[src/hw/rtl/pps_pkg.sv]
package pps_pkg;

  // width of every coordinate field on the channels
  localparam int FIELD_BITS = 12;

  // memory read address select
  typedef enum logic [2:0] {
    RD_ZERO,
    RD_I,
    RD_J,
    RD_JNEXT,
    RD_E
  } rd_sel_t;

  // memory write select outside of loading
  typedef enum logic [2:0] {
    WR_NONE,
    WR_PK_RDATA,
    WR_ZERO_PIV,
    WR_K_IVAL,
    WR_I_BEST
  } wr_sel_t;

  // controller to datapath commands
  typedef struct packed {
    logic    load;
    logic    clear;
    logic    i_init;
    logic    i_inc;
    logic    row_init;
    logic    row_load;
    logic    mul;
    logic    dec;
    logic    e_init;
    logic    e_inc;
    rd_sel_t rd_sel;
    wr_sel_t wr_sel;
  } cmd_t;

  // datapath to controller status
  typedef struct packed {
    logic j_last;
    logic row_go;
    logic row_next;
    logic e_last;
  } status_t;

endpackage

[src/hw/rtl/pps_in_if.sv]
interface pps_in_if;
  logic                           valid;
  logic                           ready;
  logic [pps_pkg::FIELD_BITS-1:0] point_x;
  logic [pps_pkg::FIELD_BITS-1:0] point_y;
  logic                           last_point;

  modport source (output valid, output point_x, output point_y, output last_point,
                  input ready);
  modport sink (input valid, input point_x, input point_y, input last_point,
                output ready);
endinterface

[src/hw/rtl/pps_out_if.sv]
interface pps_out_if;
  logic                           valid;
  logic                           ready;
  logic [pps_pkg::FIELD_BITS-1:0] out_x;
  logic [pps_pkg::FIELD_BITS-1:0] out_y;
  logic                           out_last;
  logic                           dropped_points;

  modport source (output valid, output out_x, output out_y, output out_last,
                  output dropped_points, input ready);
  modport sink (input valid, input out_x, input out_y, input out_last,
                input dropped_points, output ready);
endinterface

[src/hw/rtl/polar_angle_point_sort_top.sv]
// channel   dir  handshake     payload
// pt_in     in   valid/ready   point_x, point_y, last_point
// pt_out    out  valid/ready   out_x, out_y, out_last, dropped_points
//
// loading takes one point per cycle while in_ready is high; the set is then selection
// sorted by angle, each compare an S_MUL then S_DEC step on the single memory read port
// results are read in S_OUT_RD and held in S_SHOW until taken; no new point is
// taken from the last point of a set until its final result is taken
// synchronous reset clears the control state, point count and overflow flag;
// the point memory needs no clearing pass
module polar_angle_point_sort_top #(
  parameter int MAX_POINTS = 64,
  parameter int COORD_BITS = 12
) (
  input  logic             clk,
  input  logic             rst,
  pps_in_if.sink           pt_in,
  pps_out_if.source        pt_out
);

  pps_pkg::cmd_t    cmd;
  pps_pkg::status_t status;

  // sequencer
  pps_ctrl u_ctrl (
    .clk       (clk),
    .rst       (rst),
    .in_valid  (pt_in.valid),
    .in_last   (pt_in.last_point),
    .in_ready  (pt_in.ready),
    .out_valid (pt_out.valid),
    .out_ready (pt_out.ready),
    .status    (status),
    .cmd       (cmd)
  );

  // point memory and compare datapath
  pps_datapath #(
    .MAX_POINTS (MAX_POINTS),
    .COORD_BITS (COORD_BITS)
  ) u_datapath (
    .clk            (clk),
    .rst            (rst),
    .cmd            (cmd),
    .point_x        (pt_in.point_x),
    .point_y        (pt_in.point_y),
    .status         (status),
    .out_x          (pt_out.out_x),
    .out_y          (pt_out.out_y),
    .out_last       (pt_out.out_last),
    .dropped_points (pt_out.dropped_points)
  );

endmodule

[src/hw/rtl/pps_datapath.sv]
module pps_datapath #(
  parameter int MAX_POINTS = 64,
  parameter int COORD_BITS = 12
) (
  input  logic                           clk,
  input  logic                           rst,
  input  pps_pkg::cmd_t                  cmd,
  input  logic [pps_pkg::FIELD_BITS-1:0] point_x,
  input  logic [pps_pkg::FIELD_BITS-1:0] point_y,
  output pps_pkg::status_t               status,
  output logic [pps_pkg::FIELD_BITS-1:0] out_x,
  output logic [pps_pkg::FIELD_BITS-1:0] out_y,
  output logic                           out_last,
  output logic                           dropped_points
);

  localparam int FB   = pps_pkg::FIELD_BITS;
  localparam int CW   = (COORD_BITS < FB) ? COORD_BITS : FB;
  localparam int AW   = $clog2(MAX_POINTS);
  localparam int CNTW = $clog2(MAX_POINTS + 1);
  localparam int PW   = 2 * (CW + 1);

  typedef struct packed {
    logic [CW-1:0] y;
    logic [CW-1:0] x;
  } pt_t;

  // point memory, one write and one registered read per cycle
  pt_t mem [MAX_POINTS];
  pt_t rdata;
  logic [AW-1:0] raddr;
  logic [AW-1:0] waddr;
  pt_t           wdata;
  logic          we;

  logic [CNTW-1:0] count;
  logic            overflow;
  pt_t             piv;
  logic [AW-1:0]   pk;
  logic [AW-1:0]   i;
  logic [AW-1:0]   j;
  logic [AW-1:0]   k;
  logic [AW-1:0]   e;
  pt_t             ival;
  pt_t             best;
  pt_t             cand;
  logic [PW:0]     best_dist;
  logic signed [PW-1:0] p1;
  logic signed [PW-1:0] p2;
  logic [PW-1:0]   sx;
  logic [PW-1:0]   sy;

  pt_t             newp;
  logic            store_ok;
  logic            piv_upd;
  logic signed [CW:0]   ax;
  logic signed [CW:0]   ay;
  logic signed [CW:0]   bx;
  logic signed [CW:0]   by;
  logic signed [PW-1:0] m_p1;
  logic signed [PW-1:0] m_p2;
  logic signed [PW-1:0] qx;
  logic signed [PW-1:0] qy;
  logic [PW:0]     cand_dist;
  logic            take;
  logic [CNTW:0]   n_ext;

  // incoming point and pivot tracking
  assign newp.x   = point_x[CW-1:0];
  assign newp.y   = point_y[CW-1:0];
  assign store_ok = (count < CNTW'(MAX_POINTS));
  assign piv_upd  = (count == '0) || (newp.y < piv.y) ||
                    ((newp.y == piv.y) && (newp.x < piv.x));

  // differences against pivot and current best
  assign ax   = $signed({1'b0, piv.x}) - $signed({1'b0, rdata.x});
  assign ay   = $signed({1'b0, piv.y}) - $signed({1'b0, rdata.y});
  assign bx   = $signed({1'b0, best.x}) - $signed({1'b0, rdata.x});
  assign by   = $signed({1'b0, best.y}) - $signed({1'b0, rdata.y});
  assign m_p1 = ax * by;
  assign m_p2 = bx * ay;
  assign qx   = ax * ax;
  assign qy   = ay * ay;

  // angle test, nearer first on equal angle
  assign cand_dist = {1'b0, sx} + {1'b0, sy};
  assign take      = (p1 > p2) || ((p1 == p2) && (cand_dist < best_dist));

  // read address select
  always_comb begin
    case (cmd.rd_sel)
      pps_pkg::RD_ZERO:  raddr = '0;
      pps_pkg::RD_I:     raddr = i;
      pps_pkg::RD_J:     raddr = j;
      pps_pkg::RD_JNEXT: raddr = j + AW'(1);
      pps_pkg::RD_E:     raddr = e;
      default:           raddr = e;
    endcase
  end

  // write select
  always_comb begin
    we    = 1'b0;
    waddr = '0;
    wdata = rdata;
    if (cmd.load) begin
      we    = store_ok;
      waddr = count[AW-1:0];
      wdata = newp;
    end else begin
      case (cmd.wr_sel)
        pps_pkg::WR_PK_RDATA: begin
          we    = 1'b1;
          waddr = pk;
          wdata = rdata;
        end
        pps_pkg::WR_ZERO_PIV: begin
          we    = 1'b1;
          waddr = '0;
          wdata = piv;
        end
        pps_pkg::WR_K_IVAL: begin
          we    = 1'b1;
          waddr = k;
          wdata = ival;
        end
        pps_pkg::WR_I_BEST: begin
          we    = 1'b1;
          waddr = i;
          wdata = best;
        end
        default: begin
          we = 1'b0;
        end
      endcase
    end
  end

  // memory
  always_ff @(posedge clk) begin
    if (we) begin
      mem[waddr] <= wdata;
    end
    rdata <= mem[raddr];
  end

  // set bookkeeping
  always_ff @(posedge clk) begin
    if (rst) begin
      count    <= '0;
      overflow <= 1'b0;
    end else if (cmd.clear) begin
      count    <= '0;
      overflow <= 1'b0;
    end else if (cmd.load) begin
      if (store_ok) begin
        count <= count + CNTW'(1);
      end else begin
        overflow <= 1'b1;
      end
    end
  end

  // pivot, loop indexes and compare registers
  always_ff @(posedge clk) begin
    if (cmd.load && store_ok && piv_upd) begin
      piv <= newp;
      pk  <= count[AW-1:0];
    end
    if (cmd.i_init) begin
      i <= AW'(1);
    end else if (cmd.i_inc) begin
      i <= i + AW'(1);
    end
    if (cmd.row_init) begin
      j <= i + AW'(1);
      k <= i;
    end
    if (cmd.row_load) begin
      ival      <= rdata;
      best      <= rdata;
      best_dist <= {1'b0, $unsigned(qx)} + {1'b0, $unsigned(qy)};
    end
    if (cmd.mul) begin
      cand <= rdata;
      p1   <= m_p1;
      p2   <= m_p2;
      sx   <= $unsigned(qx);
      sy   <= $unsigned(qy);
    end
    if (cmd.dec) begin
      if (take) begin
        best      <= cand;
        best_dist <= cand_dist;
        k         <= j;
      end
      j <= j + AW'(1);
    end
    if (cmd.e_init) begin
      e <= '0;
    end else if (cmd.e_inc) begin
      e <= e + AW'(1);
    end
  end

  // loop end flags
  assign n_ext           = (CNTW + 1)'(count);
  assign status.j_last   = ((CNTW + 1)'(j) + (CNTW + 1)'(1)) == n_ext;
  assign status.row_go   = ((CNTW + 1)'(i) + (CNTW + 1)'(1)) < n_ext;
  assign status.row_next = ((CNTW + 1)'(i) + (CNTW + 1)'(2)) < n_ext;
  assign status.e_last   = ((CNTW + 1)'(e) + (CNTW + 1)'(1)) == n_ext;

  // result payload straight from the read register
  assign out_x          = FB'(rdata.x);
  assign out_y          = FB'(rdata.y);
  assign out_last       = status.e_last;
  assign dropped_points = overflow;

`ifndef ASSERT_OFF
  a_count_range: assert property (@(posedge clk) disable iff (rst)
    count <= CNTW'(MAX_POINTS))
    else $error("point count beyond capacity");

  a_best_in_row: assert property (@(posedge clk) disable iff (rst)
    cmd.dec |-> ((k >= i) && (k < j)))
    else $error("best index outside current row");
`endif

endmodule

[src/hw/rtl/pps_ctrl.sv]
module pps_ctrl (
  input  logic             clk,
  input  logic             rst,
  input  logic             in_valid,
  input  logic             in_last,
  output logic             in_ready,
  output logic             out_valid,
  input  logic             out_ready,
  input  pps_pkg::status_t status,
  output pps_pkg::cmd_t    cmd
);

  typedef enum logic [3:0] {
    S_IDLE,
    S_PIV_RD,
    S_PIV_WR0,
    S_PIV_WR1,
    S_ROW_RD,
    S_ROW_LD,
    S_MUL,
    S_DEC,
    S_SWAP1,
    S_SWAP2,
    S_OUT_RD,
    S_SHOW
  } state_t;

  state_t state;
  state_t state_next;
  logic   in_take;
  logic   out_take;

  assign in_take  = in_valid && in_ready;
  assign out_take = out_valid && out_ready;

  // next state and commands
  always_comb begin
    state_next = state;
    cmd        = '0;
    cmd.rd_sel = pps_pkg::RD_E;
    cmd.wr_sel = pps_pkg::WR_NONE;
    case (state)
      S_IDLE: begin
        if (in_take) begin
          cmd.load = 1'b1;
          if (in_last) begin
            state_next = S_PIV_RD;
          end
        end
      end
      S_PIV_RD: begin
        cmd.rd_sel = pps_pkg::RD_ZERO;
        state_next = S_PIV_WR0;
      end
      S_PIV_WR0: begin
        cmd.wr_sel = pps_pkg::WR_PK_RDATA;
        cmd.i_init = 1'b1;
        state_next = S_PIV_WR1;
      end
      S_PIV_WR1: begin
        cmd.wr_sel = pps_pkg::WR_ZERO_PIV;
        cmd.e_init = 1'b1;
        state_next = status.row_go ? S_ROW_RD : S_OUT_RD;
      end
      S_ROW_RD: begin
        cmd.rd_sel   = pps_pkg::RD_I;
        cmd.row_init = 1'b1;
        state_next   = S_ROW_LD;
      end
      S_ROW_LD: begin
        cmd.row_load = 1'b1;
        cmd.rd_sel   = pps_pkg::RD_J;
        state_next   = S_MUL;
      end
      S_MUL: begin
        cmd.mul    = 1'b1;
        state_next = S_DEC;
      end
      S_DEC: begin
        cmd.dec = 1'b1;
        if (status.j_last) begin
          state_next = S_SWAP1;
        end else begin
          cmd.rd_sel = pps_pkg::RD_JNEXT;
          state_next = S_MUL;
        end
      end
      S_SWAP1: begin
        cmd.wr_sel = pps_pkg::WR_K_IVAL;
        state_next = S_SWAP2;
      end
      S_SWAP2: begin
        cmd.wr_sel = pps_pkg::WR_I_BEST;
        cmd.i_inc  = 1'b1;
        state_next = status.row_next ? S_ROW_RD : S_OUT_RD;
      end
      S_OUT_RD: begin
        state_next = S_SHOW;
      end
      S_SHOW: begin
        if (out_take) begin
          if (status.e_last) begin
            cmd.clear  = 1'b1;
            state_next = S_IDLE;
          end else begin
            cmd.e_inc  = 1'b1;
            state_next = S_OUT_RD;
          end
        end
      end
      default: begin
        state_next = S_IDLE;
      end
    endcase
  end

  // state and registered handshake outputs
  always_ff @(posedge clk) begin
    if (rst) begin
      state     <= S_IDLE;
      in_ready  <= 1'b1;
      out_valid <= 1'b0;
    end else begin
      state     <= state_next;
      in_ready  <= (state_next == S_IDLE);
      out_valid <= (state_next == S_SHOW);
    end
  end

`ifndef ASSERT_OFF
  a_one_side: assert property (@(posedge clk) disable iff (rst)
    !(in_ready && out_valid))
    else $error("input and output open at once");

  a_last_closes: assert property (@(posedge clk) disable iff (rst)
    (in_take && in_last) |=> !in_ready)
    else $error("input still open after last point");

  a_set_done: assert property (@(posedge clk) disable iff (rst)
    (out_take && status.e_last) |=> (in_ready && !out_valid))
    else $error("not back to loading after final result");
`endif

endmodule

[src/flat_wrapper.sv]
// flat-port wrapper written by rule: the top's interface ports become plain ports
module polar_angle_point_sort_top_flat 
#(
  parameter int MAX_POINTS = 64,
  parameter int COORD_BITS = 12
)
  (clk, rst, pt_in_valid, pt_in_point_x, pt_in_point_y, pt_in_last_point, pt_in_ready, pt_out_valid, pt_out_out_x, pt_out_out_y, pt_out_out_last, pt_out_dropped_points, pt_out_ready);
  pps_in_if pt_in_i ();
  pps_out_if pt_out_i ();
  input  logic clk;
  input  logic rst;
  input wire logic [$bits(pt_in_i.valid)-1:0] pt_in_valid;
  input wire logic [$bits(pt_in_i.point_x)-1:0] pt_in_point_x;
  input wire logic [$bits(pt_in_i.point_y)-1:0] pt_in_point_y;
  input wire logic [$bits(pt_in_i.last_point)-1:0] pt_in_last_point;
  output wire logic [$bits(pt_in_i.ready)-1:0] pt_in_ready;
  output wire logic [$bits(pt_out_i.valid)-1:0] pt_out_valid;
  output wire logic [$bits(pt_out_i.out_x)-1:0] pt_out_out_x;
  output wire logic [$bits(pt_out_i.out_y)-1:0] pt_out_out_y;
  output wire logic [$bits(pt_out_i.out_last)-1:0] pt_out_out_last;
  output wire logic [$bits(pt_out_i.dropped_points)-1:0] pt_out_dropped_points;
  input wire logic [$bits(pt_out_i.ready)-1:0] pt_out_ready;
  assign pt_in_i.valid = pt_in_valid;
  assign pt_in_i.point_x = pt_in_point_x;
  assign pt_in_i.point_y = pt_in_point_y;
  assign pt_in_i.last_point = pt_in_last_point;
  assign pt_in_ready = pt_in_i.ready;
  assign pt_out_valid = pt_out_i.valid;
  assign pt_out_out_x = pt_out_i.out_x;
  assign pt_out_out_y = pt_out_i.out_y;
  assign pt_out_out_last = pt_out_i.out_last;
  assign pt_out_dropped_points = pt_out_i.dropped_points;
  assign pt_out_i.ready = pt_out_ready;
  polar_angle_point_sort_top #(.MAX_POINTS(MAX_POINTS), .COORD_BITS(COORD_BITS)) u_core (.clk(clk), .rst(rst), .pt_in(pt_in_i), .pt_out(pt_out_i));
endmodule
[config.mk]
export PLATFORM = sky130hd
export DESIGN_NAME = polar_angle_point_sort_top_flat
export DESIGN_NICKNAME = d
export VERILOG_FILES = /design/src/hw/rtl/pps_pkg.sv /design/src/hw/rtl/pps_in_if.sv /design/src/hw/rtl/pps_out_if.sv /design/src/hw/rtl/polar_angle_point_sort_top.sv /design/src/hw/rtl/pps_datapath.sv /design/src/hw/rtl/pps_ctrl.sv /design/src/flat_wrapper.sv
export SDC_FILE = /design/constraint.sdc
export NUM_CORES = 2
export LEC_CHECK = 0
export BUFFER_PORTS_ARGS = -buffer_cell sky130_fd_sc_hd__buf_2
export CAP_MARGIN = 20
export CORE_MARGIN = 4
export CORE_UTILIZATION = 55
export CTS_CLUSTER_SIZE = 10
export DETAILED_ROUTE_END_ITERATION = 6
export PLACE_DENSITY = 0.71
export SYNTH_ARGS = -nofsm -noshare
export SYNTH_HDL_FRONTEND = slang
export SYNTH_SLANG_ARGS = --single-unit
[constraint.sdc]
create_clock -name clk -period 12.6 [get_ports clk]
set_input_delay 1.89 -clock clk [delete_from_list [all_inputs] [get_ports clk]]
set_output_delay 1.89 -clock clk [all_outputs]
set_load 0.1 [all_outputs]
==> metrics.txt <==
post-DR vias/cell=~6; yosys warns=0; Net count, final=9239; design area=between 100000 and 150000 µm²; Clk Latency, worst-skew pair=0.86 ns; relative slew slack=between 15 and 20%; filler cell count in the final layout=13800; GRT Util Overall=29.1%; R2R depth=40; GRT overflow=0; critical path data required time=about 13 ns; cell taking the most area after synthesis=edfxtp_1; worst slew pin tran=between 1 and 1.5 ns; Antenna Nets Post-Route=0; Chip Width=between 400 and 500 µm; Area Growth Syn to Fin=10.0%; CP endpoint kind=flop; hold buffer count at cts=0; CTS root buffer=clkbuf_16; RSZ-0062 raised after global routing=no; final setup fails=0; status=completed; Worst Skew=approximately 0.074 ns; post-CTS sizing=0; H-tree level count=4; Synth Area in Simple Gates=around 9%; min cycle time layout=10.87 ns; CP arrival=~12 ns; Seq/Total Area, Yosys=a little over half; Slowest-stage cell, CP=a21boi_0; largest family of logic cells by synthesized area=adder cells; Max clock buf depth=3; via count=approximately 65000; Sink Count=between 1500 and 2000; final wirelength=about 280000 µm; max-slew violations=0; compound-cell area share of the yosys netlist=roughly 6.8%; number of remaining DRC errors=0; core area=~180000 µm²; HP Class=reg2reg; Crit Path Max Fanout=18; Async SR Flop Fraction=0%; first-pass GRT wire length=roughly 420000 µm; area of the mapped netlist=101000 µm²; FP Rows=about 160; syn nets=slightly above 9000; share of the synthesized area in the top cell type=between 50% and 60%; placed inst area=105000 µm²; First-pass DRT Iterations=6; Slowest Stage Delay on Critical Path=0.56 ns; initial core utilization=a little under three fifths; Synth cell types=83; post-synthesis mux area share=slightly above 6%; die area=approximately 190000 µm²; antenna violations before repair=35; I/O Pins=between 50 and 60; layout cells sized above 1=8.95%; Most common cell on crit path=fa_1; GP Congestion=slightly above 0.9; largest net degree at the start of global routing=around 130; setup bufs post-CTS=0; WHS Path Cells=2; port bufs=between 50 and 60; TritonCTS Buffers=~210; final hold vios=0; clk slew on worst S/H paths=0.06 ns; CP startpoint kind=flop; number of flops mapped to enable cells by yosys=between 1500 and 2000; setup TNS=0 ns; post-detail-place hpwl=184000 µm; post-synthesis cell count=~8000; max_cap viols=0; chip height=~440 µm; drt initial violations=around 6900; xor and xnor fraction of the mapped netlist area=under 10%; Avg WL per Cell=26.0 µm; adder-cell share of the synthesized area=between 10% and 20%; vias in the first global route=between 60000 and 70000; maximum clock frequency=slightly above 0.09 GHz; Yosys reg bits=around 1800; most used flip-flop cell after synthesis=edfxtp_1; Tcrit/Tclk final=between 80% and 90%; Avg Inst Size Synth=12.6 µm²; TritonCTS clock tree=yes; CP Class=reg2reg; largest cells by area after synthesis=edfxtp_1, fa_1, ha_1
==> worst max-delay path: cells and delay by family, from the launching register on <==
family / cells / cell delay [ns]
adders and majority gates: 10 / 4.49
AOI/OAI and AO/OA: 18 / 4.17
and+or+nand+nor: 6 / 0.85
buffers and inverters: 6 / 0.85
DFF: 1 / 0.37
==> final timing paths <==
check	start	end	slack, ns
min reg2reg	u_core.u_datapath.cand[22]	u_core.u_datapath.best[22]	0.43
max reg2reg	u_core.u_datapath.out_x[0]	u_core.u_datapath.best_dist[24]	1.73
min	u_core.u_datapath.cand[22]	u_core.u_datapath.best[22]	0.43
max	u_core.u_datapath.out_x[0]	u_core.u_datapath.best_dist[24]	1.73
==> layout make-up <==
class                      instances  area, µm²  share of cell area [%]
sequential                      1829      53900                    48.4
multi-input combinational       4994      43300                    38.9
clock buffer                     277       5470                    4.92
inverter                         851       3190                    2.87
tap                             2464       3080                    2.77
timing repair buffer             248       1770                    1.59
clock inverter                    27        458                   0.412
antenna                           24       60.1                  0.0540
==> synth_stat cells (all sizes together) (45+ instances only) <==
master	n
a21o	66
a21oi	299
a221oi	52
a22oi	96
a31oi	92
buf	115
clkbuf	249
dfxtp	107
edfxtp	1722
fa	611
ha	468
inv	847
mux2i	403
mux4	96
nand2	1027
nand2b	61
nand3	187
nand4	45
nor2	494
nor3	49
nor4	59
o21ai	215
xnor2	168
xor2	64
==> metrics by stage <==
stage / hold slack, ns / util [%] / setup slack, ns / std cells
CTS: 0.435 / 60.8 / 1.83 / 10700
detailed placement: 0.432 / 57.5 / 1.91 / 10400
global placement: 0.420 / 57.5 / 1.98 / 10400
floorplan: 0.403 / - / 2.27 / 8038
finish: 0.431 / 60.8 / 1.73 / 10700
global route: 0.459 / 60.8 / 0.836 / 10700
==> logic make-up after synthesis <==
kind of cell             after synthesis
multiplexers                         505
buffers and inverters               1215
AO/OA/AOI/OAI                       1071
adder cells (fa/ha/maj)             1079
flip-flops                          1829
AND/OR/NAND/NOR                     2106
XOR/XNOR                             233
==> layer usage <==
layer  GRT usage [%]  share of wire, %  vias up
li1                -                 -    28500
met1            36.0                37    32800
met2            48.4                49     3047
met3            5.16               8.2      761
met4            16.9               6.6       10
met5               0             0.025        -
==> flip-flops by register name (all words and copies together), names as in the netlist, 7 cells and up <==
register                     count
u_core.u_datapath.out_x         12
u_core.u_datapath.best_dist     27
u_core.u_datapath.p2            26
u_core.u_datapath.sy            25
u_core.u_datapath.best          24
u_core.u_datapath.cand          24
u_core.u_datapath.out_y         12
u_core.u_datapath.piv           24
u_core.u_datapath.ival          24
u_core.u_datapath.count          7
u_core.u_datapath.p1            26
u_core.u_datapath.sx            25
u_core.u_datapath.mem         1536
==> cells in the final DEF, fill, tap and decap left out, types with 163 or more instances in the layout <==
master | Yosys | layout
buf_4 | 5 | 187
mux2i_1 | 403 | 403
o21ai_0 | 212 | 211
ha_1 | 468 | 468
nand3_1 | 187 | 183
fa_1 | 611 | 611
clkbuf_16 | 0 | 208
xnor2_1 | 167 | 163
edfxtp_1 | 1722 | 1722
a21oi_1 | 299 | 299
inv_1 | 846 | 846
nand2_1 | 1026 | 1026
nor2_1 | 490 | 417
Power is left out: the tool's default activity adds up to more than one toggle a clock period on the data nets, which glitch-free logic cannot reach.
